[config.mk]
export PLATFORM = sky130hd
export DESIGN_NAME = speculation_checkpoint_tracker
export DESIGN_NICKNAME = d
export VERILOG_FILES = /design/src/hw/rtl/sct_pkg.sv /design/src/hw/rtl/speculation_checkpoint_tracker.sv /design/src/hw/rtl/sct_ctrl.sv /design/src/hw/rtl/sct_datapath.sv
export SDC_FILE = /design/constraint.sdc
export NUM_CORES = 1
export LEC_CHECK = 0
export BUFFER_PORTS_ARGS = -buffer_cell sky130_fd_sc_hd__clkbuf_2
export CORE_MARGIN = 4
export CORE_UTILIZATION = 40
export DETAILED_ROUTE_END_ITERATION = 8
export SLEW_MARGIN = 20
export SYNTH_ARGS = -nofsm -noshare
export SYNTH_HDL_FRONTEND = slang
export SYNTH_SLANG_ARGS = --single-unit
[constraint.sdc]
create_clock -name clk -period 11.4 [get_ports clk]
set_input_delay 1.14 -clock clk [delete_from_list [all_inputs] [get_ports clk]]
set_output_delay 1.14 -clock clk [all_outputs]
set_load 0.1 [all_outputs]
[src/hw/rtl/sct_pkg.sv]
// Shared types and constants for the speculation checkpoint tracker.
// Used by the controller, the datapath, the top level and the port checker.
`default_nettype none

package sct_pkg;

    localparam int DEPTH = 8;
    localparam int TAG_W = 3;
    localparam int CNT_W = 4;

    localparam logic [1:0] KIND_ALLOC   = 2'd0;
    localparam logic [1:0] KIND_RESOLVE = 2'd1;
    localparam logic [1:0] KIND_REWIND  = 2'd2;
    localparam logic [1:0] KIND_QUERY   = 2'd3;

    // Commands from the controller to the datapath.
    typedef struct packed {
        logic load_req;
        logic commit;
    } sct_cmd_t;

endpackage

`default_nettype wire

[src/hw/rtl/speculation_checkpoint_tracker.sv]
// Top level of the speculation checkpoint tracker.
// Joins sct_ctrl and sct_datapath; types and constants come from sct_pkg.
`default_nettype none

// Tracks eight speculation checkpoints. Each item (allocate, resolve, rewind
// or query) gives exactly one result that shows the state after that item.
// An accepted item first lands in a request register and is executed once the
// output register is free, when the live bits, the dependence masks and the
// result register are updated together; a new item is taken in that same
// cycle, so the block sustains one item per clock unless a result is stalled.
// A held result under out_stall holds back execution of the following item.
// Illegal requests change nothing and return with error set.
module speculation_checkpoint_tracker
    import sct_pkg::*;
(
    input  wire logic               clk,
    input  wire logic               rst_n,
    input  wire logic               in_valid,
    output logic                    in_stall,
    input  wire logic [1:0]         kind,
    input  wire logic [TAG_W-1:0]   tag,
    output logic                    out_valid,
    input  wire logic               out_stall,
    output logic [TAG_W-1:0]        alloc_tag,
    output logic [DEPTH-1:0]        in_use_mask,
    output logic [CNT_W-1:0]        live_count,
    output logic                    has_free,
    output logic                    oldest_valid,
    output logic [TAG_W-1:0]        oldest_tag,
    output logic                    error
);

    sct_cmd_t cmd;

    sct_ctrl u_ctrl (
        .clk       (clk),
        .rst_n     (rst_n),
        .in_valid  (in_valid),
        .in_stall  (in_stall),
        .out_valid (out_valid),
        .out_stall (out_stall),
        .cmd       (cmd)
    );

    sct_datapath u_datapath (
        .clk          (clk),
        .rst_n        (rst_n),
        .cmd          (cmd),
        .kind         (kind),
        .tag          (tag),
        .alloc_tag    (alloc_tag),
        .in_use_mask  (in_use_mask),
        .live_count   (live_count),
        .has_free     (has_free),
        .oldest_valid (oldest_valid),
        .oldest_tag   (oldest_tag),
        .error        (error)
    );

endmodule

`default_nettype wire

[src/hw/rtl/sct_ctrl.sv]
// Controller of the checkpoint tracker: input and output handshakes.
// Depends on sct_pkg for the command struct.
`default_nettype none

module sct_ctrl
    import sct_pkg::*;
(
    input  wire logic     clk,
    input  wire logic     rst_n,
    input  wire logic     in_valid,
    output logic          in_stall,
    output logic          out_valid,
    input  wire logic     out_stall,
    output sct_cmd_t      cmd
);

    typedef enum logic {
        ST_IDLE,
        ST_EXEC
    } state_t;

    state_t state_reg;
    state_t state_next;
    logic   out_valid_reg;
    logic   out_valid_next;
    logic   exec_go;
    logic   in_ready;
    logic   accept;

    // An item held in the request register executes once the output register is free.
    assign exec_go  = (state_reg == ST_EXEC) && (!out_valid_reg || !out_stall);
    assign in_ready = (state_reg == ST_IDLE) || exec_go;
    assign accept   = in_valid && in_ready;

    always_comb
    begin
        state_next     = state_reg;
        out_valid_next = out_valid_reg;
        if (out_valid_reg && !out_stall)
        begin
            out_valid_next = 1'b0;
        end
        if (exec_go)
        begin
            out_valid_next = 1'b1;
        end
        case (state_reg)
            ST_IDLE:
            begin
                if (accept)
                begin
                    state_next = ST_EXEC;
                end
            end
            ST_EXEC:
            begin
                if (exec_go)
                begin
                    state_next = accept ? ST_EXEC : ST_IDLE;
                end
            end
            default:
            begin
                state_next = ST_IDLE;
            end
        endcase
    end

    always_ff @(posedge clk or negedge rst_n)
    begin
        if (!rst_n)
        begin
            state_reg     <= ST_IDLE;
            out_valid_reg <= 1'b0;
        end
        else
        begin
            state_reg     <= state_next;
            out_valid_reg <= out_valid_next;
        end
    end

    assign in_stall     = !in_ready;
    assign out_valid    = out_valid_reg;
    assign cmd.load_req = accept;
    assign cmd.commit   = exec_go;

endmodule

`default_nettype wire

[src/hw/rtl/sct_datapath.sv]
// Datapath of the checkpoint tracker: request register, live bits, dependence
// masks, next-state logic and result register. Depends on sct_pkg.
`default_nettype none

module sct_datapath
    import sct_pkg::*;
(
    input  wire logic               clk,
    input  wire logic               rst_n,
    input  wire sct_cmd_t           cmd,
    input  wire logic [1:0]         kind,
    input  wire logic [TAG_W-1:0]   tag,
    output logic [TAG_W-1:0]        alloc_tag,
    output logic [DEPTH-1:0]        in_use_mask,
    output logic [CNT_W-1:0]        live_count,
    output logic                    has_free,
    output logic                    oldest_valid,
    output logic [TAG_W-1:0]        oldest_tag,
    output logic                    error
);

    logic [1:0]       req_kind_reg;
    logic [TAG_W-1:0] req_tag_reg;
    logic [DEPTH-1:0] live_reg;
    logic [DEPTH-1:0] live_next;
    logic [CNT_W-1:0] live_total_reg;
    logic [CNT_W-1:0] live_total_next;
    logic [DEPTH-1:0] dep_reg  [DEPTH];
    logic [DEPTH-1:0] dep_next [DEPTH];

    logic [TAG_W-1:0] alloc_tag_reg;
    logic [TAG_W-1:0] alloc_tag_next;
    logic [DEPTH-1:0] mask_reg;
    logic [CNT_W-1:0] count_reg;
    logic             has_free_reg;
    logic             has_free_next;
    logic             oldest_valid_reg;
    logic             oldest_valid_next;
    logic [TAG_W-1:0] oldest_tag_reg;
    logic [TAG_W-1:0] oldest_tag_next;
    logic             error_reg;
    logic             error_next;

    logic [TAG_W-1:0] free_idx;
    logic             full;
    logic             tag_live;
    logic [DEPTH-1:0] tag_bit;
    logic [DEPTH-1:0] kill;

    always_comb
    begin
        free_idx = '0;
        for (int i = DEPTH - 1; i >= 0; i--)
        begin
            if (!live_reg[i])
            begin
                free_idx = TAG_W'(i);
            end
        end

        full     = (live_total_reg == CNT_W'(DEPTH));
        tag_live = live_reg[req_tag_reg];
        tag_bit  = DEPTH'(1) << req_tag_reg;

        // A rewind also kills every live checkpoint that was taken under the tag.
        kill = tag_bit;
        for (int i = 0; i < DEPTH; i++)
        begin
            if (live_reg[i] && dep_reg[i][req_tag_reg])
            begin
                kill[i] = 1'b1;
            end
        end

        live_next      = live_reg;
        dep_next       = dep_reg;
        error_next     = 1'b0;
        alloc_tag_next = '0;

        case (req_kind_reg)
            KIND_ALLOC:
            begin
                if (full)
                begin
                    error_next = 1'b1;
                end
                else
                begin
                    dep_next[free_idx]  = live_reg;
                    live_next[free_idx] = 1'b1;
                    alloc_tag_next      = free_idx;
                end
            end
            KIND_RESOLVE:
            begin
                if (!tag_live)
                begin
                    error_next = 1'b1;
                end
                else
                begin
                    live_next = live_reg & ~tag_bit;
                    for (int i = 0; i < DEPTH; i++)
                    begin
                        dep_next[i] = dep_reg[i] & ~tag_bit;
                    end
                end
            end
            KIND_REWIND:
            begin
                if (!tag_live)
                begin
                    error_next = 1'b1;
                end
                else
                begin
                    live_next = live_reg & ~kill;
                end
            end
            default:
            begin
                live_next = live_reg;
            end
        endcase

        live_total_next = '0;
        for (int i = 0; i < DEPTH; i++)
        begin
            live_total_next = live_total_next + CNT_W'(live_next[i]);
        end
        has_free_next = (live_total_next != CNT_W'(DEPTH));

        // The oldest checkpoint is the lowest live tag with no dependences left.
        oldest_valid_next = 1'b0;
        oldest_tag_next   = '0;
        for (int i = DEPTH - 1; i >= 0; i--)
        begin
            if (live_next[i] && (dep_next[i] == '0))
            begin
                oldest_valid_next = 1'b1;
                oldest_tag_next   = TAG_W'(i);
            end
        end
    end

    always_ff @(posedge clk or negedge rst_n)
    begin
        if (!rst_n)
        begin
            live_reg       <= '0;
            live_total_reg <= '0;
        end
        else if (cmd.commit)
        begin
            live_reg       <= live_next;
            live_total_reg <= live_total_next;
        end
    end

    always_ff @(posedge clk)
    begin
        if (cmd.load_req)
        begin
            req_kind_reg <= kind;
            req_tag_reg  <= tag;
        end
        if (cmd.commit)
        begin
            dep_reg          <= dep_next;
            alloc_tag_reg    <= alloc_tag_next;
            mask_reg         <= live_next;
            count_reg        <= live_total_next;
            has_free_reg     <= has_free_next;
            oldest_valid_reg <= oldest_valid_next;
            oldest_tag_reg   <= oldest_tag_next;
            error_reg        <= error_next;
        end
    end

    assign alloc_tag    = alloc_tag_reg;
    assign in_use_mask  = mask_reg;
    assign live_count   = count_reg;
    assign has_free     = has_free_reg;
    assign oldest_valid = oldest_valid_reg;
    assign oldest_tag   = oldest_tag_reg;
    assign error        = error_reg;

endmodule

`default_nettype wire

# Word-level counts from Yosys, hierarchy flattened
# Index checks and enable logic that the tools add are counted.
# word_totals
regBits	104
latchBits	0
ramBits	0
mem_bits_ro	0
output_inout_bits	23
elab_cells	159
memories	0
# classes
n_addsub	7
multipliers	0
div	0
magnitude_cmp	5
eq_ne	4
shifts	1
muxes	62
bitwise_logic	16
reduce_logical	41
# ops
operator	count
$mux W64	2
$pmux W64 S2	1
$and A8 B8 Y8	10
$bwmux W64	1
$logic_not A8 Y1	8
$mux W3	12
$mux W8	4
$bmux W1 S3	9
$mux W1	26
$add A4 B1 Y4	6
$demux W8 S3	1
$pmux W8 S3	1
$logic_and A1 B1 Y1	21
$not A8 Y8	2
$lt A3 B4 Y1 const B	2
$or A8 B8 Y8	1
$shl A1 B3 Y8 const A	1
$reduce_or A7 Y1	1
$reduce_or A2 Y1	3
$eq A4 B4 Y1 const B	1
$ge A4 B4 Y1 const B	1
$lt A4 B1 Y1 const B	1
$mux W2	2
$ne A4 B4 Y1 const B	1
13 further kinds	18

# Logic depth before layout (Yosys ltp)
# logic_depth
word_depth	25
depth_mapped	18

# Hierarchy
# Synthesis repeated with hierarchy kept, for this count alone.
# unflattened
hier_cells	613
hier_area_um2	6361.1
# modules_own_cells
mod	n_inst	cells_each	area_each_um2	seq_area_each_um2
sct_datapath	1	603	6253.5	3002.9
sct_ctrl	1	10	107.6	50.0

# Least setup slack after synthesis
# No wires, ideal clock.
# synth_timing
path_type	register -> register
start	reg u_datapath.req_kind_reg[0]
end	reg u_datapath.has_free_reg, in the netlist u_datapath.has_free (data pin)
setup_ns	0.272
arrival_time_ns	4.764
setup_slack_ns	6.364
stages_incl_launch_ff	18
synth_period_minus_slack_ns	5.036
path_cell_list	edfxtp_1 > inv_1 > ha_1 > clkbuf_1 > clkinv_1 > clkbuf_1 > clkbuf_1 > o21ai_0 > a32oi_1 > inv_1 > ha_1 > fa_1 > inv_1 > fa_1 > inv_1 > fa_1 > fa_1 > or4_1
# synth_between
elab_chain_cells	10
word_cells_on_any_way	12
cone_classes	add/sub (7); eq/ne (3); mux (1); reduce/logical (1)
# synth_lines
item	line	text
from (decl)	sct_datapath.sv:22	logic [1:0] req_kind_reg;
from (signal assigned)	sct_datapath.sv:164	req_kind_reg <= kind;
$eq A2 B2 Y1 (tied with other cells)	sct_datapath.sv:80	case (req_kind_reg)
$pmux W8 S3 *	sct_datapath.sv:80	
via u_datapath.live_next[1]	sct_datapath.sv:25	logic [DEPTH-1:0] live_next;
$add A1 B1 Y2 *	sct_datapath.sv:129	live_total_next = live_total_next + CNT_W'(live_next[i]);
$add A4 B1 Y4 * (6 in series)	sct_datapath.sv:129	
via u_datapath.live_total_next[1]	sct_datapath.sv:27	logic [CNT_W-1:0] live_total_next;
$ne A4 B4 Y1 *	sct_datapath.sv:131	has_free_next = (live_total_next != CNT_W'(DEPTH));
via u_datapath.has_free_next	sct_datapath.sv:36	logic has_free_next;
to (signal assigned)	sct_datapath.sv:173	has_free_reg <= has_free_next;
to (decl)	sct_datapath.sv:35	logic has_free_reg;
# Mark *: on every way through the listed nets, which the timed path passes. The rest lies on a longest branch.
# A chain may end at the register's enable or synchronous reset.

# Final worst setup path
# layout_timing
start	reg u_datapath.req_tag_reg[1]
end	reg u_datapath.has_free_reg, in the netlist u_datapath.has_free (data pin)
# layout_between
elab_chain_cells	16
word_cells_on_any_way	50
cone_classes	add/sub (7); eq/ne (1); shift (1); mux (29); bitwise (4); reduce/logical (8)
# layout_lines
item	line	text
from (decl)	sct_datapath.sv:23	logic [TAG_W-1:0] req_tag_reg;
from (signal assigned)	sct_datapath.sv:165	req_tag_reg <= tag;
$bmux W1 S3	sct_datapath.sv:69	if (live_reg[i] && dep_reg[i][req_tag_reg])
$mux W1 (implied by the code)	sct_datapath.sv:69	
$logic_and A1 B1 Y1	sct_datapath.sv:69	
$mux W1	sct_datapath.sv:69	
$not A8 Y8	sct_datapath.sv:117	live_next = live_reg & ~kill;
$and A8 B8 Y8	sct_datapath.sv:117	
$mux W8	sct_datapath.sv:111	if (!tag_live)
$pmux W8 S3 *	sct_datapath.sv:80	
via u_datapath.live_next[0]	sct_datapath.sv:25	
$add A1 B1 Y2 *	sct_datapath.sv:129	
$add A4 B1 Y4 * (6 in series)	sct_datapath.sv:129	
via u_datapath.live_total_next[1]	sct_datapath.sv:27	
$ne A4 B4 Y1 *	sct_datapath.sv:131	
via u_datapath.has_free_next	sct_datapath.sv:36	
# Mark *: on every way through the listed nets, which the timed path passes. The rest lies on a longest branch. The select of a mux whose other input is x is not followed.

==> reports/metrics.csv <==
stage,metric,value,unit
grt,antenna_found_initial,0,
cts,numClockSinks,104,
critical_path,cp.arrival,5.34,ns
grt,grt_pass1_wl,30.7,mm
cells_and_area,stdcell_count,875,
synth,synth.area.top_cells,"edfxtp_1 (42%), dfrtp_1 (5.4%), nand2_1 (4.3%)",
grt,grt_use_total,22.3,%
power_and_ir_drop,vdd_ir_drop_max,92.0,uV
critical_path,startpoint_type,flip-flop,
cts,clk_pin_slew,0.08,ns
cells_and_area,post-route-util,44.7,%
cells_and_area,drive_gt1_share,13.7,%
critical_path,path_delay_family,adder cells,
cells_and_area,layout_common_cells,"edfxtp_1 (90), nand2_1 (73), nor2_1 (48)",
synth,avgSynthCellArea,10.0,sq um
cells_and_area,largest_reg_flops,64,
synth,syn_inst,641,
run_status,status,"complete, no violations",
sta,rsz0062_at_grt,no,
cts,h-tree-depth,3,
synth,synth_cell_type_count,77,
grt,grt_max_degree,66,
route,drt_iter0_markers,563,
cells_and_area,final_common_cell,edfxtp_1,
synth,synth_top_area_cell,edfxtp_1,
cts,clockBufferDepth,2,
sta,tightestPinTransition,0.987,ns
synth,synth_nets,661,
synth,yosysWarnings,0,
cts,cts_root_buf,clkbuf_16,
placement,portBuffers,31,
synth,async_flop_share,13.5,%
cts,numCtsBuffers,9,
critical_path,worst_setup_path_end_kind,flip-flop,
floorplanning,start_util,40.7,%
critical_path,cp_cell_sequence,buf_4 > clkinv_1 > a2111oi_0 > o21ai_0 > a32o_1 > ha_1 > fa_1 > inv_1 > fa_1 > inv_1 > fa_1 > fa_1 > or4_1,
power_and_ir_drop,leakagePower,2.69,nW
synth,ys_seq_area_share,47.4,%
sta,period_minus_slack,5.24,ns
cts,clk_latency,0.37,ns
floorplanning,dieArea,0.0182,sq mm
floorplanning,die_h,135,um
floorplanning,rows,46,
sta,final.period_utilization,45.9,%
cells_and_area,syn2layout_area_growth,9.80,%
critical_path,worst_path_largest_cell_delay,0.54,ns
grt,grt-ovfl-total,0,
sta,slew_headroom,33.3,%
route,wl_per_cell,22.9,um
synth,synth_edf_count,90,
synth,synth-seq-cells,104,
grt,grt_pass1_vias,5234,
cells_and_area,finalNetCount,674,
synth,synth_top_area_share,42.0,%
placement,place_ws,6.19,ns
route,wirelength,20.0,mm
critical_path,setup.worst_path.class,reg2reg,
route,ant_nets,0,
placement,place_congestion,0.971,
critical_path,cpMostUsedCell,fa_1,
cts,post_cts_buffers,0,
sta,fin_worst_skew,0.00944,ns
synth,ys.flop_type,edfxtp_1,
sta,drv_slew,0,
placement,hpwlAfterDp,14.0,mm
floorplanning,die_w,135,um
critical_path,worst_path_max_delay_cell,fa_1,
floorplanning,core,0.0158,sq mm
route,drt-pass1-iter-count,6,
route,via_count,5461,
worst_hold_path,hp-class,reg2reg,
sta,hold_viol,0,
route,drc_errors,0,
placement,place_inst,859,
cts,cts_tree,built,
critical_path,cp.required,11.51,ns
cts,ctsHoldBuffers,0,
critical_path,cp_max_fo,29,
route,viasPerCell,6.24,
sta,setup-tns-final,0,ns
sta,fmax,0.191,GHz
cells_and_area,fillers,1516,
floorplanning,io_pins,32,
critical_path,crit_buf_inv,4,
flow_run,drv_cap,0,
synth,syn_area,0.00644,sq mm
power_and_ir_drop,power_density,158,mW/mm^2
cells_and_area,antenna_cells,0,
sta,setup_viol,0,
cts,cts_resized,0,
sta,fin_ws,6.16,ns
==> metal layers <==
layer	routed length (um)	global-route usage, %	vias to the layer above
met4	785	10.1	0
met2	8850	32.4	291
met5	0	0	-
li1	-	-	2464
met1	8680	31.6	2654
met3	1680	5.37	52
==> layout make-up <==
type | count | area (sq um) | area share [%]
Timing Repair Buffer | 45 | 260 | 3.68
Tap cell | 216 | 270 | 3.82
Inverter | 33 | 125 | 1.77
Clock buffer | 9 | 225 | 3.19
Clock inverter | 7 | 62.6 | 0.885
Multi-Input combinational cell | 461 | 3070 | 43.5
Sequential cell | 104 | 3050 | 43.2
==> kinds of logic (layout without fill, tap and decap cells) <==
group,Yosys count,after routing,synth area share [%]
buffers and inverters,76,94,5.00
AND/OR/NAND/NOR,223,223,17.5
flip-flops,104,104,47.4
adder cells (fa/ha/maj),11,11,2.60
AO/OA/AOI/OAI,188,188,20.3
XOR/XNOR,1,1,0.136
multiplexers,38,38,7.07
==> synthesized netlist by cell type, types with 8 or more instances <==
| master | n |
|---|---|
| o21ai_1 | 8 |
| clkbuf_1 | 23 |
| and2_1 | 12 |
| mux2_2 | 9 |
| o21a_1 | 8 |
| mux2i_1 | 23 |
| o211ai_1 | 11 |
| nor2_1 | 48 |
| buf_2 | 14 |
| nand3_1 | 11 |
| dfrtp_1 | 14 |
| nand2_1 | 73 |
| nor3_1 | 13 |
| o21ai_0 | 39 |
| edfxtp_1 | 90 |
| a21oi_1 | 32 |
| nor2b_1 | 9 |
| a211oi_1 | 9 |
| inv_1 | 30 |
==> worst paths after layout <==
check	from	to	slack, ns	cells past startpoint
setup / recovery	u_datapath.req_tag_reg[1]$_DFFE_PP_	u_datapath.has_free$_DFFE_PP_	6.16	13
hold / removal	u_ctrl.state_reg$_DFF_PN0_	u_ctrl.out_valid$_DFFE_PN0P_	0.50	1
setup reg to reg	u_datapath.req_tag_reg[1]$_DFFE_PP_	u_datapath.has_free$_DFFE_PP_	6.16	13
hold reg to reg	u_ctrl.state_reg$_DFF_PN0_	u_ctrl.out_valid$_DFFE_PN0P_	0.50	1
max in group asynchronous	rst_n	u_datapath.live_reg[7]$_DFFE_PN0P_	10.44	1
min in group asynchronous	rst_n	u_ctrl.out_valid$_DFFE_PN0P_	0.68	1
==> per-stage QoR <==
step,hold slack [ns],instance area [sq um],total power [W]
4_1_cts,0.500,7070,0.00112
5_1_grt,0.547,7070,0.00117
2_1_floorplan,0.455,6440,0.000738
3_5_place_dp,0.491,6780,0.000819
3_3_place_gp,0.467,6780,0.000814
6_report,0.501,7070,0.00112
==> power by group <==
part           switching, W  leakage (nW)  internal [W]
Combinational      0.000209          1.49     0.0000918
Sequential        0.0000442          1.06      0.000471
Clock              0.000151         0.139      0.000152
Total              0.000404          2.69      0.000715
==> worst register-to-register path, stage by stage (launching register included) <==
cell and delay (ns):
edfxtp_1 0.32, buf_4 0.34, clkinv_1 0.40, a2111oi_0 0.46, o21ai_0 0.12, a32o_1 0.33
ha_1 0.32, fa_1 0.54, inv_1 0.06, fa_1 0.53, inv_1 0.06, fa_1 0.47
fa_1 0.50, or4_1 0.54
(Power assumes the default switching activity.)
